==> src/sv/dos_pkg.sv <==
// Shared types, constants and register codes for the disparity/depth outlier stats block.
// No dependencies.
package dos_pkg;

    localparam int CNT_W = 23;
    localparam int ERR_W = 38;
    localparam int THR_MAX = 4;
    localparam int LHS_W = 41;
    localparam int RHS_W = 48;
    localparam int ADDR_W = 5;
    localparam int DATA_W = 32;

    localparam int MAX_FRAME_PIXELS_DEF = 4194304;
    localparam int NUM_THRESHOLDS_DEF = 4;

    localparam logic [2:0] REG_LEFT_SKIP = 3'd0;
    localparam logic [2:0] REG_MASK_EN = 3'd1;
    localparam logic [2:0] REG_THR_FIRST = 3'd2;
    localparam logic [2:0] REG_THR_SECOND = 3'd3;
    localparam logic [2:0] REG_THR_THIRD = 3'd4;
    localparam logic [2:0] REG_THR_FOURTH = 3'd5;

    typedef struct packed {
        logic [15:0]        gt_disparity;
        logic signed [15:0] gen_disparity;
        logic [11:0]        column;
        logic               mask_bit;
        logic               frame_end;
    } t_in_word;

    typedef struct packed {
        logic [CNT_W-1:0] valid_gt_count;
        logic [CNT_W-1:0] valid_gen_count;
        logic [CNT_W-1:0] outliers_all_first;
        logic [CNT_W-1:0] outliers_all_second;
        logic [CNT_W-1:0] outliers_all_third;
        logic [CNT_W-1:0] outliers_all_fourth;
        logic [CNT_W-1:0] outliers_gen_first;
        logic [CNT_W-1:0] outliers_gen_second;
        logic [CNT_W-1:0] outliers_gen_third;
        logic [CNT_W-1:0] outliers_gen_fourth;
        logic [ERR_W-1:0] error_sum_all;
        logic [ERR_W-1:0] error_sum_gen;
    } t_out_word;

    typedef struct packed {
        logic [11:0]                  left_skip;
        logic                         mask_enable;
        logic [THR_MAX-1:0][31:0]     thr;
    } t_cfg;

    typedef struct packed {
        logic                         counted;
        logic                         gen_ok;
        logic                         frame_end;
        logic [15:0]                  err;
        logic [LHS_W-1:0]             lhs;
        logic [THR_MAX-1:0][RHS_W-1:0] rhs;
    } t_prod;

endpackage

==> src/sv/dos_accum.sv <==
// Tally stage: outlier compares, saturating counters and sums, result word register.
// Depends on dos_pkg.
module dos_accum #(
    parameter int MAX_FRAME_PIXELS = dos_pkg::MAX_FRAME_PIXELS_DEF,
    parameter int NUM_THRESHOLDS   = dos_pkg::NUM_THRESHOLDS_DEF
) (
    input  logic               i_clk,
    input  logic               i_rst_n,
    input  logic               i_valid,
    input  dos_pkg::t_prod     i_prod,
    output logic               o_take,
    output logic               o_out_valid,
    input  logic               i_out_stall,
    output dos_pkg::t_out_word o_out_word
);

    localparam longint CNT_MAX = (longint'(1) << dos_pkg::CNT_W) - 1;
    localparam logic [dos_pkg::CNT_W-1:0] CNT_CAP =
        (longint'(MAX_FRAME_PIXELS) < CNT_MAX) ? dos_pkg::CNT_W'(MAX_FRAME_PIXELS)
                                               : dos_pkg::CNT_W'(CNT_MAX);

    function automatic logic [dos_pkg::CNT_W-1:0] inc_sat(
        input logic [dos_pkg::CNT_W-1:0] v
    );
        return (v >= CNT_CAP) ? CNT_CAP : v + 1'b1;
    endfunction

    function automatic logic [dos_pkg::ERR_W-1:0] add_sat(
        input logic [dos_pkg::ERR_W-1:0] acc,
        input logic [15:0]               v
    );
        logic [dos_pkg::ERR_W:0] s;
        s = {1'b0, acc} + (dos_pkg::ERR_W + 1)'(v);
        return s[dos_pkg::ERR_W] ? {dos_pkg::ERR_W{1'b1}} : s[dos_pkg::ERR_W-1:0];
    endfunction

    logic [dos_pkg::CNT_W-1:0] r_gt_cnt, n_gt_cnt;
    logic [dos_pkg::CNT_W-1:0] r_gen_cnt, n_gen_cnt;
    logic [dos_pkg::THR_MAX-1:0][dos_pkg::CNT_W-1:0] r_all_out, n_all_out;
    logic [dos_pkg::THR_MAX-1:0][dos_pkg::CNT_W-1:0] r_gen_out, n_gen_out;
    logic [dos_pkg::ERR_W-1:0] r_err_all, n_err_all;
    logic [dos_pkg::ERR_W-1:0] r_err_gen, n_err_gen;
    logic                      r_out_valid;
    dos_pkg::t_out_word        r_out_word;

    logic out_free;
    logic fire;
    logic cnt;
    logic cnt_gen;
    logic hit;

    assign out_free = !r_out_valid || !i_out_stall;
    assign o_take   = !i_prod.frame_end || out_free;
    assign fire     = i_valid && o_take;

    always_comb begin
        cnt     = i_prod.counted;
        cnt_gen = i_prod.counted && i_prod.gen_ok;
        n_gt_cnt  = cnt ? inc_sat(r_gt_cnt) : r_gt_cnt;
        n_gen_cnt = cnt_gen ? inc_sat(r_gen_cnt) : r_gen_cnt;
        n_err_all = cnt ? add_sat(r_err_all, i_prod.err) : r_err_all;
        n_err_gen = cnt_gen ? add_sat(r_err_gen, i_prod.err) : r_err_gen;
        for (int k = 0; k < dos_pkg::THR_MAX; k++) begin
            hit = (k < NUM_THRESHOLDS)
                  && (dos_pkg::RHS_W'(i_prod.lhs) >= i_prod.rhs[k]);
            n_all_out[k] = (cnt && hit) ? inc_sat(r_all_out[k]) : r_all_out[k];
            n_gen_out[k] = (cnt_gen && hit) ? inc_sat(r_gen_out[k]) : r_gen_out[k];
        end
    end

    always_ff @(posedge i_clk) begin
        if (!i_rst_n) begin
            r_gt_cnt  <= '0;
            r_gen_cnt <= '0;
            r_all_out <= '0;
            r_gen_out <= '0;
            r_err_all <= '0;
            r_err_gen <= '0;
        end else if (fire) begin
            if (i_prod.frame_end) begin
                r_gt_cnt  <= '0;
                r_gen_cnt <= '0;
                r_all_out <= '0;
                r_gen_out <= '0;
                r_err_all <= '0;
                r_err_gen <= '0;
            end else begin
                r_gt_cnt  <= n_gt_cnt;
                r_gen_cnt <= n_gen_cnt;
                r_all_out <= n_all_out;
                r_gen_out <= n_gen_out;
                r_err_all <= n_err_all;
                r_err_gen <= n_err_gen;
            end
        end
    end

    always_ff @(posedge i_clk) begin
        if (!i_rst_n) begin
            r_out_valid <= 1'b0;
        end else if (fire && i_prod.frame_end) begin
            r_out_valid <= 1'b1;
        end else if (!i_out_stall) begin
            r_out_valid <= 1'b0;
        end
    end

    always_ff @(posedge i_clk) begin
        if (fire && i_prod.frame_end) begin
            r_out_word.valid_gt_count      <= n_gt_cnt;
            r_out_word.valid_gen_count     <= n_gen_cnt;
            r_out_word.outliers_all_first  <= n_all_out[0];
            r_out_word.outliers_all_second <= n_all_out[1];
            r_out_word.outliers_all_third  <= n_all_out[2];
            r_out_word.outliers_all_fourth <= n_all_out[3];
            r_out_word.outliers_gen_first  <= n_gen_out[0];
            r_out_word.outliers_gen_second <= n_gen_out[1];
            r_out_word.outliers_gen_third  <= n_gen_out[2];
            r_out_word.outliers_gen_fourth <= n_gen_out[3];
            r_out_word.error_sum_all       <= n_err_all;
            r_out_word.error_sum_gen       <= n_err_gen;
        end
    end

    assign o_out_valid = r_out_valid;
    assign o_out_word  = r_out_word;

endmodule
==> config.mk <==
export PLATFORM = sky130hd
export DESIGN_NAME = dos_accum
export DESIGN_NICKNAME = d
export VERILOG_FILES = /design/src/sv/dos_pkg.sv /design/src/sv/dos_accum.sv
export SDC_FILE = /design/constraint.sdc
export NUM_CORES = 2
export LEC_CHECK = 0
export BUFFER_PORTS_ARGS = -buffer_cell sky130_fd_sc_hd__clkbuf_2
export CAP_MARGIN = 0
export CORE_MARGIN = 5
export CORE_UTILIZATION = 63
export CTS_CLUSTER_SIZE = 20
export DETAILED_ROUTE_END_ITERATION = 12
export PLACE_DENSITY = 0.9
export SYNTH_ARGS = -nofsm -noshare
export SYNTH_HDL_FRONTEND = slang
export SYNTH_SLANG_ARGS = --single-unit
export TNS_END_PERCENT = 10
==> constraint.sdc <==
create_clock -name i_clk -period 25.6 [get_ports i_clk]
set_input_delay 3.84 -clock i_clk [delete_from_list [all_inputs] [get_ports i_clk]]
set_output_delay 3.84 -clock i_clk [all_outputs]
set_load 0.02 [all_outputs]
* Yosys cells after proc, flatten, opt, wreduce, memory -nomap -nowiden
Index checks and enable logic that the tools add are counted.
** Operators by class
- Add/subtract/negate cells :: 12
- Order comparisons :: 14
- Equal/unequal tests :: 1
- Mux-type cells :: 32
- Reduce and logical (&&, ||, !) cells :: 16
** Operators by type and width (number)
- 23-bit 2-to-1 mux :: 22
- 23-bit by 1-bit adder with 23-bit output, second input constant :: 10
- 23-bit greater-or-equal comparator, second input constant :: 10
- 38-bit 2-to-1 mux :: 6
- 41-bit by 48-bit greater-or-equal comparator with 1-bit output :: 4
- 92-bit 2-to-1 mux :: 2
- 38-bit by 16-bit adder with 39-bit output :: 2
- 1-bit logical AND :: 11
- 1-bit zero test :: 3
- 1-bit logical OR :: 2
- 1-bit 2-to-1 mux :: 2
- 2-bit by 1-bit != test with 1-bit output, second input constant :: 1
** Word-level totals
- Bits in registers :: 613
- Input bits :: 256
- Output and inout port bits :: 308

* Depth between registers and ports, before layout
- Depth after elaboration :: 6
- Mapped depth :: 13
- Mapped depth without buffers :: 10

* Worst setup path after synthesis
OpenSTA, ideal clock, no wires.
- Path type :: input to register
- Start point :: in i_prod[249] in the netlist's numbering
- End point :: reg r_out_word (netlist bit o_out_word[0]), enable pin
- Arrival :: 17529 ps
- Slack :: 7088 ps
- Stages on the path :: 6
- Buffers on the path :: 3
- Cell sequence :: clkbuf_1 nand3_1 nand2_1 clkbuf_1 clkbuf_1 nor2_1
** Between the ends
- Word-level cells in the longest chain between the ends :: 4
** Ends and longest elaborated chain
- start: declaration :: RTL line dos_accum.sv:10 : input dos_pkg::t_prod i_prod,
- 1-bit zero test :: RTL line dos_accum.sv:53 : assign o_take = !i_prod.frame_end || out_free;
- 1-bit logical OR :: RTL line dos_accum.sv:53
- net o_take :: RTL line dos_accum.sv:11 : output logic o_take,
- 1-bit logical AND :: RTL line dos_accum.sv:54 : assign fire = i_valid && o_take;
- 1-bit logical AND :: RTL line dos_accum.sv:109 : if (fire && i_prod.frame_end) begin
- end: declaration :: RTL line dos_accum.sv:44 : dos_pkg::t_out_word r_out_word;
The timed path passes the listed nets, and every way through them passes these cells.
A chain may end at the register's enable or synchronous reset.

* Worst setup path after layout
- Start point :: in i_prod[249] in the netlist's numbering
- End point :: out o_take
** Between the ends
- Word-level cells in the longest chain between the ends :: 2
** Ends and longest elaborated chain (RTL line)
- 1-bit zero test :: dos_accum.sv:53
- 1-bit logical OR :: dos_accum.sv:53
- end: declaration :: dos_accum.sv:11
Every way passes these cells.

==> results.sh <==
export IMPL_setup_viol=0
export IMPL_num_rows=87
export IMPL_ioPinCount=564
export IMPL_cp_end_kind="output pin"
export IMPL_grt_pass1_vias=32179
export IMPL_seq_area_frac_synth_pct=42.4
export IMPL_critPathLaunchType="input port"
export IMPL_cts_tree="built"
export IMPL_ant_nets=0
export IMPL_grt_overflow=0
export IMPL_gr_usage_met3_pct=6.70
export IMPL_hp_class="flop to flop"
export IMPL_yosys_warnings=0
export IMPL_stdcell_count=5317
export IMPL_cap_violations=0
export IMPL_grt_max_degree=82
export IMPL_clock_latency_ns=0.62
export IMPL_synthArstFlopShare_pct=0
export IMPL_synth_area_leaders="edfxtp_1, dfxtp_1, ha_1"
export IMPL_grt_antenna_before_repair=1
export IMPL_leakage_nw=17.3
export IMPL_syn_area_sq_um=36200
export IMPL_fin_skew_ns=0.0294
export IMPL_synth_compound_area_share_pct=21.0
export IMPL_start_util_pct=63.9
export IMPL_ys_seq_elements=613
export IMPL_synthMuxAreaShare_pct=0.574
export IMPL_synth_top_cell_by_area="edfxtp_1"
export IMPL_rsz0062_at_grt="no"
export IMPL_synthDistinctLibCells=100
export IMPL_holdBufCountCts=0
export IMPL_cp_data_required_time_ns=21.76
export IMPL_post_cts_resized=0
export IMPL_synthTopCellsByCount="nand2_1, dfxtp_1, edfxtp_1"
export IMPL_cts_sinks=613
export IMPL_met2_usage_pct=56.7
export IMPL_synth_top_cell_area_share_pct=25.4
export IMPL_syn_to_final_growth_pct=15.4
export IMPL_viasPerCell=6.46
export IMPL_clock_path_buffers=3
export IMPL_nets=4979
export IMPL_max_vdd_ir_drop_mv=0.0904
export IMPL_layout_drive_gt1_share_pct=17.6
export IMPL_first_pass_iters=8
export IMPL_track_usage_pct=34.5
export IMPL_synth_simple_area_share_pct=21.3
export IMPL_htreeDepth=3
export IMPL_io_buffers=563
export IMPL_synth_fp_nets=4536
export IMPL_worst_pin_slew_ns=1.30
export IMPL_power_density_nw_per_um2=55.6
export IMPL_cp_data_arrival_time_ns=4.61
export IMPL_routed_wl_um=114000
export IMPL_postCtsSetupRepairBufs=0
export IMPL_design_area_sq_um=41800
export IMPL_route_detailed_drc=0
export IMPL_die_h_um=250
export IMPL_core_sq_um=56600
export IMPL_routedWlPerCell_um=21.4
export IMPL_die_area_sq_um=62300
export IMPL_clk_pin_slew_ns=0.06
export IMPL_synth_edff_count=306
export IMPL_path_class="input port to output pin"
export IMPL_report_final_slew_viol_count=0
export IMPL_die_w_um=250
export IMPL_timing_final_crit_period_ns=8.45
export IMPL_tns_ns=0
export IMPL_use_met1_pct=43.8
export IMPL_syn_inst=4062
export IMPL_path_max_fanout=9
export IMPL_hold_ws_ns=0.480
export IMPL_synth_xor_area_share_pct=2.18
export IMPL_outcome="complete, no violations"
export IMPL_dpl_cell_area_sq_um=39400
export IMPL_numCtsBuffers=67
export IMPL_hpwlAfterDp_um=80000
export IMPL_post_route_period_util_pct=33.0
export IMPL_synthAdderAreaFrac_pct=7.58
export IMPL_synth_main_ff_cell="dfxtp_1"
export IMPL_synth_top_family_by_area="simple AND/OR/NAND/NOR gates"
export IMPL_finalHoldViolations=0
export IMPL_first_iter_violations=4331
export IMPL_dp_cells=5192
export IMPL_busiest_layer="met2"
export IMPL_max_freq_ghz=0.118
export IMPL_synth_area_per_cell_sq_um=8.91
export IMPL_vias=34355
export IMPL_grt_pass1_wl_um=176000
export IMPL_relSlewSlack_pct=12.5
export IMPL_yosys_cell_count_top_type="nand2_1"
export IMPL_root_buffer="clkbuf_16"
export IMPL_place_gp_congestion=0.998
[layout by cell type, fill, tap and decap left out, types with 39 or more instances in the layout]
cell	synthesis	final
buf_4	4	49
a21o_1	56	56
a22oi_1	44	44
ha_1	216	216
nor2b_1	73	72
o31ai_1	88	88
nand2_1	405	402
and2_1	64	61
edfxtp_1	306	306
and3_1	92	92
xnor2_1	51	51
xor2_1	39	39
or3_1	52	52
o21ai_0	192	191
inv_1	222	221
o21ai_1	91	92
a22o_1	94	94
clkbuf_16	0	69
nand4_1	63	63
nor3_1	81	81
dfxtp_1	307	307
clkbuf_2	2	563
nor2_1	267	263
a21oi_1	240	240
nand3_1	252	252
o211ai_1	54	54
[power breakdown]
group / total (mW) / leakage [nW] / switching, mW / internal (mW)
clock: 1.03 / 1.15 / 0.420 / 0.610
sequential: 1.06 / 5.34 / 0.0111 / 1.05
combinational: 0.232 / 10.8 / 0.155 / 0.0771
total: 2.32 / 17.3 / 0.586 / 1.74
[metal layers]
layer	share of wire, %	wire (um)
met3	9.5	10800
met5	0	0
met2	47	53200
met1	38	43500
met4	5.4	6160
[final timing paths]
kind / start / to / slack [ns] / depth (start not counted)
worst max-delay path: i_prod[249] / o_take / 17.15 / 3
worst min-delay path: r_err_gen[15]$_SDFFE_PN0P_ / r_err_gen[15]$_SDFFE_PN0P_ / 0.48 / 2
worst max register to register: o_out_valid$_SDFFE_PN0P_ / r_gen_out[36]$_SDFFE_PN0P_ / 21.88 / 8
worst min register to register: r_err_gen[15]$_SDFFE_PN0P_ / r_err_gen[15]$_SDFFE_PN0P_ / 0.48 / 2
[worst max-delay path, cell delays in order]
cell and delay [ns]:
clkbuf_2 0.29, nand3_1 0.25, clkbuf_2 0.22
[logic make-up after synthesis]
| family | Yosys count |
|---|---|
| buffers and inverters | 461 |
| AND/OR/NAND/NOR | 1528 |
| AO/OA/AOI/OAI | 1132 |
| XOR/XNOR | 90 |
| flip-flops | 613 |
| adder cells (fa/ha/maj) | 218 |
| multiplexers | 20 |
[cell type report]
type                    count  area (sq um)
diodes                      1          2.50
clock buffers              89          1890
clock inverters            35           458
fillers                  3996         14800
inverters                 223           837
multi-input cells        2988         19100
flip-flops and latches    613         15300
well taps                 756           946
repair buffers            612          3190
[state kept, by name, indices dropped and copies added, names as in the netlist]
signal / flops
o_out_valid: 1
o_out_word: 306
r_all_out: 92
r_err_all: 38
r_err_gen: 38
r_gen_cnt: 23
r_gen_out: 92
r_gt_cnt: 23
[per-stage QoR]
step	setup slack, ns	util [%]	total power, mW
5_1_grt	17.10	73.8	2.39
3_3_place_gp	17.17	69.6	1.30
2_1_floorplan	7.09	-	1.22
4_1_cts	17.16	73.8	2.33
3_5_place_dp	17.15	69.6	1.31
6_report	17.15	73.8	2.32
Note: power is estimated with default switching activity, not from simulation.
